### config.mk
export PLATFORM = sky130hd
export DESIGN_NAME = gated_target_selector_unit
export DESIGN_NICKNAME = d
export VERILOG_FILES = /design/src/sv/gsel_pkg.sv /design/src/sv/gsel_fifo.sv /design/src/sv/gsel_front.sv /design/src/sv/gsel_back.sv /design/src/sv/gated_target_selector_unit.sv
export SDC_FILE = /design/constraint.sdc
export NUM_CORES = 2
export LEC_CHECK = 0
export BUFFER_PORTS_ARGS = -buffer_cell sky130_fd_sc_hd__buf_2
export CAP_MARGIN = 20
export CORE_MARGIN = 4
export CORE_UTILIZATION = 36
export CTS_CLUSTER_DIAMETER = 30
export DETAILED_ROUTE_END_ITERATION = 6
export SETUP_SLACK_MARGIN = 0.05
export SLEW_MARGIN = 20
export SYNTH_ARGS = -nofsm -noshare
export SYNTH_HDL_FRONTEND = slang
export SYNTH_SLANG_ARGS = --single-unit
### constraint.sdc
create_clock -name clk -period 23.7 [get_ports clk]
set_clock_uncertainty 0.05 [all_clocks]
set_input_delay 3.555 -clock clk [delete_from_list [all_inputs] [get_ports clk]]
set_output_delay 3.555 -clock clk [all_outputs]
set_load 0.02 [all_outputs]
### src/sv/gsel_pkg.sv
// Shared constants, codes and types of the gated target selector.
package gsel_pkg;

	// Field widths of the ports
	localparam int POS_W   = 16;
	localparam int VEL_W   = 16;
	localparam int ID_W    = 32;
	localparam int AGE_W   = 16;
	localparam int OP_W    = 2;
	localparam int SPEED_W = 17;

	// Configuration registers
	localparam int GATE_W     = 15;
	localparam int HEIGHT_W   = 16;
	localparam int MINSPD_W   = 17;
	localparam int STALE_W    = 16;
	localparam int GATE_SQ_W  = 2 * GATE_W;
	localparam int CFG_IDX_W  = 2;
	localparam int CFG_DATA_W = 17;

	localparam logic [CFG_IDX_W-1:0] REG_GATE   = 2'd0;
	localparam logic [CFG_IDX_W-1:0] REG_HEIGHT = 2'd1;
	localparam logic [CFG_IDX_W-1:0] REG_MINSPD = 2'd2;
	localparam logic [CFG_IDX_W-1:0] REG_STALE  = 2'd3;

	localparam logic [GATE_W-1:0]   GATE_RST   = 15'd2500;
	localparam logic [HEIGHT_W-1:0] HEIGHT_RST = 16'd125;
	localparam logic [MINSPD_W-1:0] MINSPD_RST = 17'd10;
	localparam logic [STALE_W-1:0]  STALE_RST  = 16'd1000;

	// Item operation codes
	localparam logic [OP_W-1:0] OP_REF  = 2'd0;
	localparam logic [OP_W-1:0] OP_CAND = 2'd1;
	localparam logic [OP_W-1:0] OP_END  = 2'd2;

	// Default coordinate width and queue depth (power of two)
	localparam int COORD_BITS_DEF  = 16;
	localparam int QUEUE_DEPTH_DEF = 4;

	// Queue status seen by both sides
	typedef struct packed {
		logic full;
		logic empty;
	} q_stat_t;

endpackage

### src/sv/gsel_fifo.sv
// Short queue of classified items between the front and back parts.
module gsel_fifo #(
	parameter int WIDTH = 8,
	parameter int DEPTH = 4
) (
	input  logic             clk,
	input  logic             arst_n,
	input  logic             push,
	input  logic [WIDTH-1:0] wdata,
	input  logic             pop,
	output logic [WIDTH-1:0] rdata,
	output gsel_pkg::q_stat_t stat
);
	import gsel_pkg::*;

	localparam int AW = (DEPTH > 1) ? $clog2(DEPTH) : 1;

	logic [WIDTH-1:0] mem_q [DEPTH];
	logic [AW-1:0]    wr_ptr_q;
	logic [AW-1:0]    rd_ptr_q;
	logic [AW:0]      cnt_q;

	assign stat.full  = (cnt_q == (AW+1)'(DEPTH));
	assign stat.empty = (cnt_q == '0);
	assign rdata      = mem_q[rd_ptr_q];

	always_ff @(posedge clk or negedge arst_n) begin
		if (!arst_n) begin
			wr_ptr_q <= '0;
			rd_ptr_q <= '0;
			cnt_q    <= '0;
		end else begin
			if (push) begin
				wr_ptr_q <= (wr_ptr_q == AW'(DEPTH - 1)) ? '0 : wr_ptr_q + 1'b1;
			end
			if (pop) begin
				rd_ptr_q <= (rd_ptr_q == AW'(DEPTH - 1)) ? '0 : rd_ptr_q + 1'b1;
			end
			if (push && !pop) begin
				cnt_q <= cnt_q + 1'b1;
			end else if (pop && !push) begin
				cnt_q <= cnt_q - 1'b1;
			end
		end
	end

	always_ff @(posedge clk) begin
		if (push) begin
			mem_q[wr_ptr_q] <= wdata;
		end
	end

endmodule

### src/sv/gsel_front.sv
// Front part: accepts items, gates candidates by distance and height.
module gsel_front #(
	parameter int COORD_BITS = gsel_pkg::COORD_BITS_DEF,
	parameter int ENTRY_W    = 8
) (
	input  logic                                clk,
	input  logic                                arst_n,
	input  logic                                in_valid,
	output logic                                in_ready,
	input  logic [gsel_pkg::OP_W-1:0]           op,
	input  logic signed [gsel_pkg::POS_W-1:0]   pos_x,
	input  logic signed [gsel_pkg::POS_W-1:0]   pos_y,
	input  logic signed [gsel_pkg::POS_W-1:0]   pos_z,
	input  logic signed [gsel_pkg::VEL_W-1:0]   vel_x,
	input  logic signed [gsel_pkg::VEL_W-1:0]   vel_y,
	input  logic signed [gsel_pkg::VEL_W-1:0]   vel_z,
	input  logic [gsel_pkg::ID_W-1:0]           track_id,
	input  logic [gsel_pkg::AGE_W-1:0]          age,
	input  logic [gsel_pkg::GATE_W-1:0]         gate_distance,
	input  logic signed [gsel_pkg::HEIGHT_W-1:0] height_limit,
	input  gsel_pkg::q_stat_t                   q_stat,
	output logic                                q_push,
	output logic [ENTRY_W-1:0]                  q_wdata
);
	import gsel_pkg::*;

	// A coordinate wider than the port is the port value zero-extended.
	localparam int CoordW = (COORD_BITS > POS_W) ? POS_W + 1 : COORD_BITS;
	localparam int SqW    = 2 * CoordW;
	localparam int DistW  = SqW + 2;
	localparam int CmpDW  = (DistW > GATE_SQ_W) ? DistW : GATE_SQ_W;
	localparam int HgtW   = POS_W + 2;

	function automatic logic signed [CoordW-1:0] to_coord(input logic [POS_W-1:0] v);
		logic [2*POS_W-1:0] w;
		w = {{POS_W{1'b0}}, v};
		return w[CoordW-1:0];
	endfunction

	function automatic logic [SPEED_W-1:0] vel_mag(input logic [VEL_W-1:0] v);
		return v[VEL_W-1] ? (SPEED_W'(0) - {1'b1, v}) : {1'b0, v};
	endfunction

	function automatic logic [CoordW-1:0] diff_mag(input logic signed [CoordW-1:0] a,
	                                               input logic signed [CoordW-1:0] b);
		logic signed [CoordW:0] d;
		logic [CoordW:0] m;
		d = {a[CoordW-1], a} - {b[CoordW-1], b};
		m = d[CoordW] ? ((CoordW+1)'(0) - d) : d;
		return m[CoordW-1:0];
	endfunction

	logic signed [CoordW-1:0] ref_x_q, ref_y_q, ref_z_q;
	logic [GATE_SQ_W-1:0]     gate_sq_q;

	logic signed [CoordW-1:0] cx, cy, cz;
	logic                     op_known, accept, stall;

	// Stage 1: differences, speed, height check
	logic                     valid_s1;
	logic [OP_W-1:0]          op_s1;
	logic signed [CoordW-1:0] px_s1, py_s1, pz_s1;
	logic [CoordW-1:0]        mx_s1, my_s1, mz_s1;
	logic [SPEED_W-1:0]       speed_s1;
	logic                     tall_s1;
	logic [ID_W-1:0]          id_s1;
	logic [AGE_W-1:0]         age_s1;

	// Stage 2: squares
	logic                     valid_s2;
	logic [OP_W-1:0]          op_s2;
	logic signed [CoordW-1:0] px_s2, py_s2, pz_s2;
	logic [SqW-1:0]           sx_s2, sy_s2, sz_s2;
	logic [SPEED_W-1:0]       speed_s2;
	logic                     tall_s2;
	logic [ID_W-1:0]          id_s2;
	logic [AGE_W-1:0]         age_s2;

	logic [DistW-1:0]         dist_sum;
	logic                     inside_gate;
	logic                     keep;

	assign cx = to_coord(pos_x);
	assign cy = to_coord(pos_y);
	assign cz = to_coord(pos_z);

	assign op_known = (op == OP_REF) || (op == OP_CAND) || (op == OP_END);
	assign stall    = valid_s2 && q_stat.full;
	assign in_ready = !stall;
	assign accept   = in_valid && in_ready;

	assign dist_sum = DistW'(sx_s2) + DistW'(sy_s2) + DistW'(sz_s2);
	assign inside_gate = (CmpDW'(dist_sum) <= CmpDW'(gate_sq_q)) && !tall_s2;
	assign keep = (op_s2 == OP_REF) || (op_s2 == OP_END) || ((op_s2 == OP_CAND) && inside_gate);
	assign q_push  = valid_s2 && !q_stat.full && keep;
	assign q_wdata = {op_s2, px_s2, py_s2, pz_s2, id_s2, age_s2, speed_s2, dist_sum};

	always_ff @(posedge clk or negedge arst_n) begin
		if (!arst_n) begin
			valid_s1 <= 1'b0;
			valid_s2 <= 1'b0;
			ref_x_q  <= '0;
			ref_y_q  <= '0;
			ref_z_q  <= '0;
		end else begin
			if (!stall) begin
				valid_s1 <= in_valid && op_known;
				valid_s2 <= valid_s1;
			end
			// A reference item moves the reference for all later candidates
			if (accept && (op == OP_REF)) begin
				ref_x_q <= cx;
				ref_y_q <= cy;
				ref_z_q <= cz;
			end
		end
	end

	always_ff @(posedge clk) begin
		gate_sq_q <= GATE_SQ_W'(gate_distance) * GATE_SQ_W'(gate_distance);
		if (!stall) begin
			op_s1    <= op;
			px_s1    <= cx;
			py_s1    <= cy;
			pz_s1    <= cz;
			mx_s1    <= diff_mag(cx, ref_x_q);
			my_s1    <= diff_mag(cy, ref_y_q);
			mz_s1    <= diff_mag(cz, ref_z_q);
			speed_s1 <= vel_mag(vel_x) + vel_mag(vel_y) + vel_mag(vel_z);
			tall_s1  <= $signed({{(HgtW-CoordW){cz[CoordW-1]}}, cz})
			            > $signed({{(HgtW-HEIGHT_W){height_limit[HEIGHT_W-1]}}, height_limit});
			id_s1    <= track_id;
			age_s1   <= age;

			op_s2    <= op_s1;
			px_s2    <= px_s1;
			py_s2    <= py_s1;
			pz_s2    <= pz_s1;
			sx_s2    <= SqW'(mx_s1) * SqW'(mx_s1);
			sy_s2    <= SqW'(my_s1) * SqW'(my_s1);
			sz_s2    <= SqW'(mz_s1) * SqW'(mz_s1);
			speed_s2 <= speed_s1;
			tall_s2  <= tall_s1;
			id_s2    <= id_s1;
			age_s2   <= age_s1;
		end
	end

endmodule

### src/sv/gsel_back.sv
// Back part: keeps per-frame bests and emits the choice at end of frame.
module gsel_back #(
	parameter int COORD_BITS = gsel_pkg::COORD_BITS_DEF,
	parameter int ENTRY_W    = 8
) (
	input  logic                              clk,
	input  logic                              arst_n,
	input  gsel_pkg::q_stat_t                 q_stat,
	input  logic [ENTRY_W-1:0]                q_rdata,
	output logic                              q_pop,
	input  logic [gsel_pkg::MINSPD_W-1:0]     min_speed,
	input  logic [gsel_pkg::STALE_W-1:0]      stale_limit,
	output logic                              out_valid,
	input  logic                              out_ready,
	output logic                              known,
	output logic signed [gsel_pkg::POS_W-1:0] out_x,
	output logic signed [gsel_pkg::POS_W-1:0] out_y,
	output logic signed [gsel_pkg::POS_W-1:0] out_z,
	output logic [gsel_pkg::ID_W-1:0]         out_id,
	output logic [gsel_pkg::AGE_W-1:0]        out_age,
	output logic                              stale
);
	import gsel_pkg::*;

	localparam int CoordW = (COORD_BITS > POS_W) ? POS_W + 1 : COORD_BITS;
	localparam int DistW  = 2 * CoordW + 2;
	localparam int ExtW   = CoordW + POS_W;
	localparam int Slots  = 4;

	localparam logic [1:0] SLOT_FIRST = 2'd0;
	localparam logic [1:0] SLOT_MATCH = 2'd1;
	localparam logic [1:0] SLOT_FAST  = 2'd2;
	localparam logic [1:0] SLOT_NEAR  = 2'd3;

	localparam logic [1:0] CNT_NONE = 2'd0;
	localparam logic [1:0] CNT_ONE  = 2'd1;
	localparam logic [1:0] CNT_MANY = 2'd2;

	logic [OP_W-1:0]          e_op;
	logic signed [CoordW-1:0] e_x, e_y, e_z;
	logic [ID_W-1:0]          e_id;
	logic [AGE_W-1:0]         e_age;
	logic [SPEED_W-1:0]       e_speed;
	logic [DistW-1:0]         e_dist;

	logic [1:0]               cnt_q;
	logic                     match_q;
	logic [SPEED_W-1:0]       best_speed_q;
	logic [DistW-1:0]         best_dist_q;
	logic [ID_W-1:0]          last_id_q;

	logic signed [CoordW-1:0] held_x_q [Slots];
	logic signed [CoordW-1:0] held_y_q [Slots];
	logic signed [CoordW-1:0] held_z_q [Slots];
	logic [ID_W-1:0]          held_id_q [Slots];
	logic [AGE_W-1:0]         held_age_q [Slots];

	logic                     out_valid_q, known_q, stale_q;
	logic signed [POS_W-1:0]  out_x_q, out_y_q, out_z_q;
	logic [ID_W-1:0]          out_id_q;
	logic [AGE_W-1:0]         out_age_q;

	logic                     out_free, is_cand, is_ref, is_end, first, id_hit, chosen;
	logic [Slots-1:0]         wr_slot;
	logic [1:0]               pick;
	logic signed [ExtW-1:0]   sel_x, sel_y, sel_z;

	assign {e_op, e_x, e_y, e_z, e_id, e_age, e_speed, e_dist} = q_rdata;

	// End of frame waits for the output register; everything else retires at once
	assign out_free = !out_valid_q || out_ready;
	assign q_pop    = !q_stat.empty && ((e_op != OP_END) || out_free);
	assign is_cand  = q_pop && (e_op == OP_CAND);
	assign is_ref   = q_pop && (e_op == OP_REF);
	assign is_end   = q_pop && (e_op == OP_END);

	assign first  = (cnt_q == CNT_NONE);
	assign id_hit = (e_id == last_id_q);
	assign chosen = (cnt_q != CNT_NONE);

	always_comb begin
		wr_slot             = '0;
		wr_slot[SLOT_FIRST] = is_cand && first;
		wr_slot[SLOT_MATCH] = is_cand && id_hit && (first || !match_q);
		wr_slot[SLOT_FAST]  = is_cand && (first || (e_speed > best_speed_q));
		wr_slot[SLOT_NEAR]  = is_cand && (first || (e_dist < best_dist_q));
	end

	always_comb begin
		if (cnt_q == CNT_ONE) begin
			pick = SLOT_FIRST;
		end else if (match_q) begin
			pick = SLOT_MATCH;
		end else if (best_speed_q >= min_speed) begin
			pick = SLOT_FAST;
		end else begin
			pick = SLOT_NEAR;
		end
	end

	assign sel_x = {{POS_W{held_x_q[pick][CoordW-1]}}, held_x_q[pick]};
	assign sel_y = {{POS_W{held_y_q[pick][CoordW-1]}}, held_y_q[pick]};
	assign sel_z = {{POS_W{held_z_q[pick][CoordW-1]}}, held_z_q[pick]};

	always_ff @(posedge clk or negedge arst_n) begin
		if (!arst_n) begin
			cnt_q        <= CNT_NONE;
			match_q      <= 1'b0;
			best_speed_q <= '0;
			best_dist_q  <= '0;
			last_id_q    <= '1;
			out_valid_q  <= 1'b0;
		end else begin
			if (is_cand) begin
				cnt_q <= first ? CNT_ONE : CNT_MANY;
				if (wr_slot[SLOT_MATCH]) begin
					match_q <= 1'b1;
				end
				if (wr_slot[SLOT_FAST]) begin
					best_speed_q <= e_speed;
				end
				if (wr_slot[SLOT_NEAR]) begin
					best_dist_q <= e_dist;
				end
			end else if (is_ref || is_end) begin
				cnt_q        <= CNT_NONE;
				match_q      <= 1'b0;
				best_speed_q <= '0;
				best_dist_q  <= '0;
				if (is_end && chosen) begin
					last_id_q <= held_id_q[pick];
				end
			end
			if (is_end) begin
				out_valid_q <= 1'b1;
			end else if (out_ready) begin
				out_valid_q <= 1'b0;
			end
		end
	end

	always_ff @(posedge clk) begin
		for (int s = 0; s < Slots; s++) begin
			if (wr_slot[s]) begin
				held_x_q[s]   <= e_x;
				held_y_q[s]   <= e_y;
				held_z_q[s]   <= e_z;
				held_id_q[s]  <= e_id;
				held_age_q[s] <= e_age;
			end
		end
		if (is_end) begin
			known_q   <= chosen;
			out_x_q   <= chosen ? sel_x[POS_W-1:0] : '0;
			out_y_q   <= chosen ? sel_y[POS_W-1:0] : '0;
			out_z_q   <= chosen ? sel_z[POS_W-1:0] : '0;
			out_id_q  <= chosen ? held_id_q[pick] : '0;
			out_age_q <= chosen ? held_age_q[pick] : '0;
			stale_q   <= chosen && (held_age_q[pick] > stale_limit);
		end
	end

	assign out_valid = out_valid_q;
	assign known     = known_q;
	assign out_x     = out_x_q;
	assign out_y     = out_y_q;
	assign out_z     = out_z_q;
	assign out_id    = out_id_q;
	assign out_age   = out_age_q;
	assign stale     = stale_q;

endmodule

### src/sv/gated_target_selector_unit.sv
// Top level of the gated target selector: configuration, front, queue, back.
//
// Usage:
//   Input channel (in_valid/in_ready) carries one item per transaction: op selects
//   a reference position that opens a frame, a candidate detection, or end of frame.
//   Unused op code 3 is dropped at the input and has no effect.
//   Output channel (out_valid/out_ready) carries one result per end-of-frame item:
//   the chosen candidate with known=1 and its stale flag, or known=0 and zeros.
//   Configuration: cfg_we writes cfg_data into register cfg_idx (0 gate distance,
//   1 height limit, 2 min speed, 3 stale limit) in the same cycle; write only while
//   the block is idle.
// Timing:
//   One item per cycle sustained while in_ready stays high. An end-of-frame transaction
//   passes two front stages (distance differences, then squares), the queue and the
//   back register stage before its result shows.
//   The front gates candidates; the back retires one queued item per cycle, an end-of-frame
//   item only once the output register is free, and updates the running bests in that cycle.
// Reset (arst_n low): registers take their defaults, the remembered id becomes all
//   ones, the reference becomes zero and the pipeline and queue are emptied.
// Back pressure: when out_ready is low the result holds in the output register;
//   the queue fills and then in_ready drops until the back can drain it.
module gated_target_selector_unit #(
	parameter int COORD_BITS  = gsel_pkg::COORD_BITS_DEF,
	parameter int QUEUE_DEPTH = gsel_pkg::QUEUE_DEPTH_DEF
) (
	input  logic                                clk,
	input  logic                                arst_n,
	input  logic                                cfg_we,
	input  logic [gsel_pkg::CFG_IDX_W-1:0]      cfg_idx,
	input  logic [gsel_pkg::CFG_DATA_W-1:0]     cfg_data,
	input  logic                                in_valid,
	output logic                                in_ready,
	input  logic [gsel_pkg::OP_W-1:0]           op,
	input  logic signed [gsel_pkg::POS_W-1:0]   pos_x,
	input  logic signed [gsel_pkg::POS_W-1:0]   pos_y,
	input  logic signed [gsel_pkg::POS_W-1:0]   pos_z,
	input  logic signed [gsel_pkg::VEL_W-1:0]   vel_x,
	input  logic signed [gsel_pkg::VEL_W-1:0]   vel_y,
	input  logic signed [gsel_pkg::VEL_W-1:0]   vel_z,
	input  logic [gsel_pkg::ID_W-1:0]           track_id,
	input  logic [gsel_pkg::AGE_W-1:0]          age,
	output logic                                out_valid,
	input  logic                                out_ready,
	output logic                                known,
	output logic signed [gsel_pkg::POS_W-1:0]   out_x,
	output logic signed [gsel_pkg::POS_W-1:0]   out_y,
	output logic signed [gsel_pkg::POS_W-1:0]   out_z,
	output logic [gsel_pkg::ID_W-1:0]           out_id,
	output logic [gsel_pkg::AGE_W-1:0]          out_age,
	output logic                                stale
);
	import gsel_pkg::*;

	// Queue entry: op, position, id, age, speed sum and squared distance
	localparam int CoordW  = (COORD_BITS > POS_W) ? POS_W + 1 : COORD_BITS;
	localparam int DistW   = 2 * CoordW + 2;
	localparam int EntryW  = OP_W + 3 * CoordW + ID_W + AGE_W + SPEED_W + DistW;

	logic [GATE_W-1:0]          gate_q;
	logic signed [HEIGHT_W-1:0] height_q;
	logic [MINSPD_W-1:0]        minspd_q;
	logic [STALE_W-1:0]         stale_lim_q;

	q_stat_t                    q_stat;
	logic                       q_push, q_pop;
	logic [EntryW-1:0]          q_wdata, q_rdata;

	// Configuration registers: write on enable, no read-back
	always_ff @(posedge clk or negedge arst_n) begin
		if (!arst_n) begin
			gate_q      <= GATE_RST;
			height_q    <= HEIGHT_RST;
			minspd_q    <= MINSPD_RST;
			stale_lim_q <= STALE_RST;
		end else if (cfg_we) begin
			case (cfg_idx)
				REG_GATE:   gate_q      <= cfg_data[GATE_W-1:0];
				REG_HEIGHT: height_q    <= cfg_data[HEIGHT_W-1:0];
				REG_MINSPD: minspd_q    <= cfg_data[MINSPD_W-1:0];
				REG_STALE:  stale_lim_q <= cfg_data[STALE_W-1:0];
				default: ;
			endcase
		end
	end

	// Front: accept, difference, square, gate; survivors and frame markers go on
	gsel_front #(
		.COORD_BITS (COORD_BITS),
		.ENTRY_W    (EntryW)
	) u_front (
		.clk           (clk),
		.arst_n        (arst_n),
		.in_valid      (in_valid),
		.in_ready      (in_ready),
		.op            (op),
		.pos_x         (pos_x),
		.pos_y         (pos_y),
		.pos_z         (pos_z),
		.vel_x         (vel_x),
		.vel_y         (vel_y),
		.vel_z         (vel_z),
		.track_id      (track_id),
		.age           (age),
		.gate_distance (gate_q),
		.height_limit  (height_q),
		.q_stat        (q_stat),
		.q_push        (q_push),
		.q_wdata       (q_wdata)
	);

	// Queue decouples the gate pipeline from the selection logic
	gsel_fifo #(
		.WIDTH (EntryW),
		.DEPTH (QUEUE_DEPTH)
	) u_queue (
		.clk    (clk),
		.arst_n (arst_n),
		.push   (q_push),
		.wdata  (q_wdata),
		.pop    (q_pop),
		.rdata  (q_rdata),
		.stat   (q_stat)
	);

	// Back: running bests per frame, choice and output register
	gsel_back #(
		.COORD_BITS (COORD_BITS),
		.ENTRY_W    (EntryW)
	) u_back (
		.clk         (clk),
		.arst_n      (arst_n),
		.q_stat      (q_stat),
		.q_rdata     (q_rdata),
		.q_pop       (q_pop),
		.min_speed   (minspd_q),
		.stale_limit (stale_lim_q),
		.out_valid   (out_valid),
		.out_ready   (out_ready),
		.known       (known),
		.out_x       (out_x),
		.out_y       (out_y),
		.out_z       (out_z),
		.out_id      (out_id),
		.out_age     (out_age),
		.stale       (stale)
	);

endmodule

==> run summary <==
#FFs+latches synth = 1688
vias in the first global route = 63000
share of layout cells above drive strength 1 = 15.0%
Critical R2R Launch = u_front.sy_s2[3]
Tcrit/Tclk final = 42.6%
hold_sp = u_front.px_s1[11]
average cell area after synthesis = 13.0 sq um
largest net degree at the start of global routing = 122
Root Driver = clkbuf_16
DIE AREA = 282000 sq um
CP startpoint = u_front.sy_s2[3]
Worst Setup End Kind = register
DRT antenna net count = 0
Post-CTS Resized = 0
first-pass GRT wire length = 372 mm
Area Growth Syn to Fin = 16.8%
cts bufs inserted = 326
critical path class = reg -> reg
Yosys top cell area share = 44.2%
HP Class = reg -> reg
Warnings, synthesis = 0
total negative setup slack = 0 ns
CP max stage cell = and2_4
met2 Use GR = 28.5%
fin. max-slew vios = 0
Synth Net Count = 9065
design area = 115000 sq um
synthesized instance count = 7590
DP Worst Slack = 13.57 ns
Cell Area, Synth = 98600 sq um
Synth area leaders = edfxtp_1 (44%), fa_1 (13%), ha_1 (8.3%), inv_1 (4.4%), dfrtp_1 (4.0%)
status = complete, no violations
Core Box Area = 272000 sq um
Layout Nets = 9496
Final Hold Viols = 0
worst-skew pair later-pin latency = 0.91 ns
total detailed-routing wirelength = 240 mm
drt first pass iters = 6
Clock Pin Slew Worst Setup and Hold Paths = 0.06 ns
Total GRT Usage = 16.9%
most frequent cell after synthesis = edfxtp_1
number of synthesized flops with an enable pin = 1451
Starting DRT DRC Count = 3531
max-cap viol count = 0
Post-DP HPWL = 170 mm
vias per inst = 5.03
Final Worst Setup Slack = 13.60 ns
routed len/inst = 20.2 microns
number of distinct library cells after synthesis = 94
CP Data Required Time = 24.11 ns
GR Util met3 = 2.48%
setup repair bufs after CTS = 0
initial antenna violation count = 32
# H-tree levels = 5
row count = 191
Slew @ Worst Pin = 1.05 ns
Post-synth top flop = edfxtp_1
Post-synth top cells = edfxtp_1 (1451), inv_1 (1156), ha_1 (654)
ys async rst share = 12.3%
final core occ = 42.4%
Hold Buf Count CTS = 0
largest area contributor in the synthesized netlist = edfxtp_1
min cycle time layout = 10.10 ns
post-synthesis sequential area ratio = 50.1%
normalized max-slew margin = 29.5%
grt ovf = 0
initial cell density of the core = 36.3%
Port Buf Inserts = 269
final setup fails = 0
CP peak stage delay = 0.81 ns
met1 usage = 22.7%
clock sink total = 1688
busiest layer in global routing = met2
Top Ports = 270
R2R setup slack = 13.60 ns
critical path fanouts, max = 54
Max clock buf depth = 4
TritonCTS clock tree = done
f_max = 99.0 MHz
Post-DP Area = 104000 sq um
detailed-route via count = 59600
crit path launch type = register
Die Ht = 531 microns
Chip Width = 531 microns
CP arrival = 10.52 ns
residual DRC count = 0
unrepaired setup endpoints after global routing = false
RePlAce Congestion = 0.861
per-stage QoR:
step                      hold slack, ns  cells
after floorplan                    0.350   7590
after global placement             0.352  11300
after detailed placement           0.355  11300
after CTS                          0.301  11800
after global routing               0.306  11800
final                              0.302  11900
flip-flops by register name, indices dropped and copies added, names as in the netlist, 29 cells and up:
| name | flops |
|---|---|
| u_back.best_dist_q | 34 |
| u_queue.mem_q | 596 |
| u_front.id_s1 | 32 |
| u_front.gate_sq_q | 29 |
| u_back.held_age_q | 64 |
| u_back.held_x_q | 64 |
| u_front.sx_s2 | 31 |
| u_front.sy_s2 | 31 |
| u_front.id_s2 | 32 |
| u_back.held_y_q | 64 |
| u_back.held_z_q | 64 |
| u_back.last_id_q | 32 |
| u_front.sz_s2 | 31 |
| u_back.out_id | 32 |
| u_back.held_id_q | 128 |
routing by layer:
layer | vias up | share of wire, %
met3 | 359 | 4.7
li1 | 27300 | -
met2 | 1531 | 49
met1 | 30500 | 44
met4 | 0 | 2.4
met5 | - | 0
cells by family after synthesis:
kind of cell,after synthesis,synth area share (%)
flops,1688,50.1
simple gates,1561,7.75
buf+inv,1378,5.29
fa+ha+maj,1305,21.5
compound gates,907,6.01
mux,417,6.36
xor+xnor,334,2.97
cell type report:
class / instances / area (sq um)
timing repair buffer: 320 / 1780
clock buffer: 356 / 8460
inverter: 1161 / 4370
antenna: 9 / 22.5
multi-input combinational: 4524 / 44100
fill: 24700 / 157000
sequential: 1688 / 49400
tap: 3570 / 4470
clock inverter: 225 / 2540
path summary, 6_finish.rpt:
check / end / depth (start not counted)
worst max-delay path: u_queue.mem_q[2][143] / 30
worst min-delay path: u_front.px_s2[11] / 0
worst max register to register: u_queue.mem_q[2][143] / 30
worst min register to register: u_front.px_s2[11] / 0
max in group asynchronous: u_queue.rd_ptr_q[0] / 2
min in group asynchronous: u_back.best_speed_q[14] / 1
placed cells by master (no fill, tap or decap), types with 51 or more instances in the layout:
cell	n
xor2_1	123
and3_1	58
edfxtp_1	1451
mux2i_1	87
fa_1	651
o21ai_0	84
nand2_1	452
a21oi_1	221
ha_1	654
inv_1	1156
nor3_1	71
a21o_1	99
xnor2_1	211
o21a_1	53
clkbuf_16	333
inv_6	56
nand2b_1	97
dfstp_2	51
nor2_1	351
mux4_2	149
nor2b_1	57
dfrtp_1	153
nand3_1	82
mux2_2	116
buf_2	268
o21ai_1	145
and2_1	233
mux2_1	61
worst max-delay path, delay by kind of cell, from the launching register on:
family                   cells  cell delay [ns]
flip-flops                   1             0.38
AND/OR/NAND/NOR              8             2.67
buffers and inverters        2             1.55
adder cells (fa/ha/maj)      3             1.12
XOR/XNOR                     1             0.13
AO/OA/AOI/OAI               16             3.62
Power is left out: the tool's default activity adds up to more than one toggle a clock period on the data nets, which glitch-free logic cannot reach.
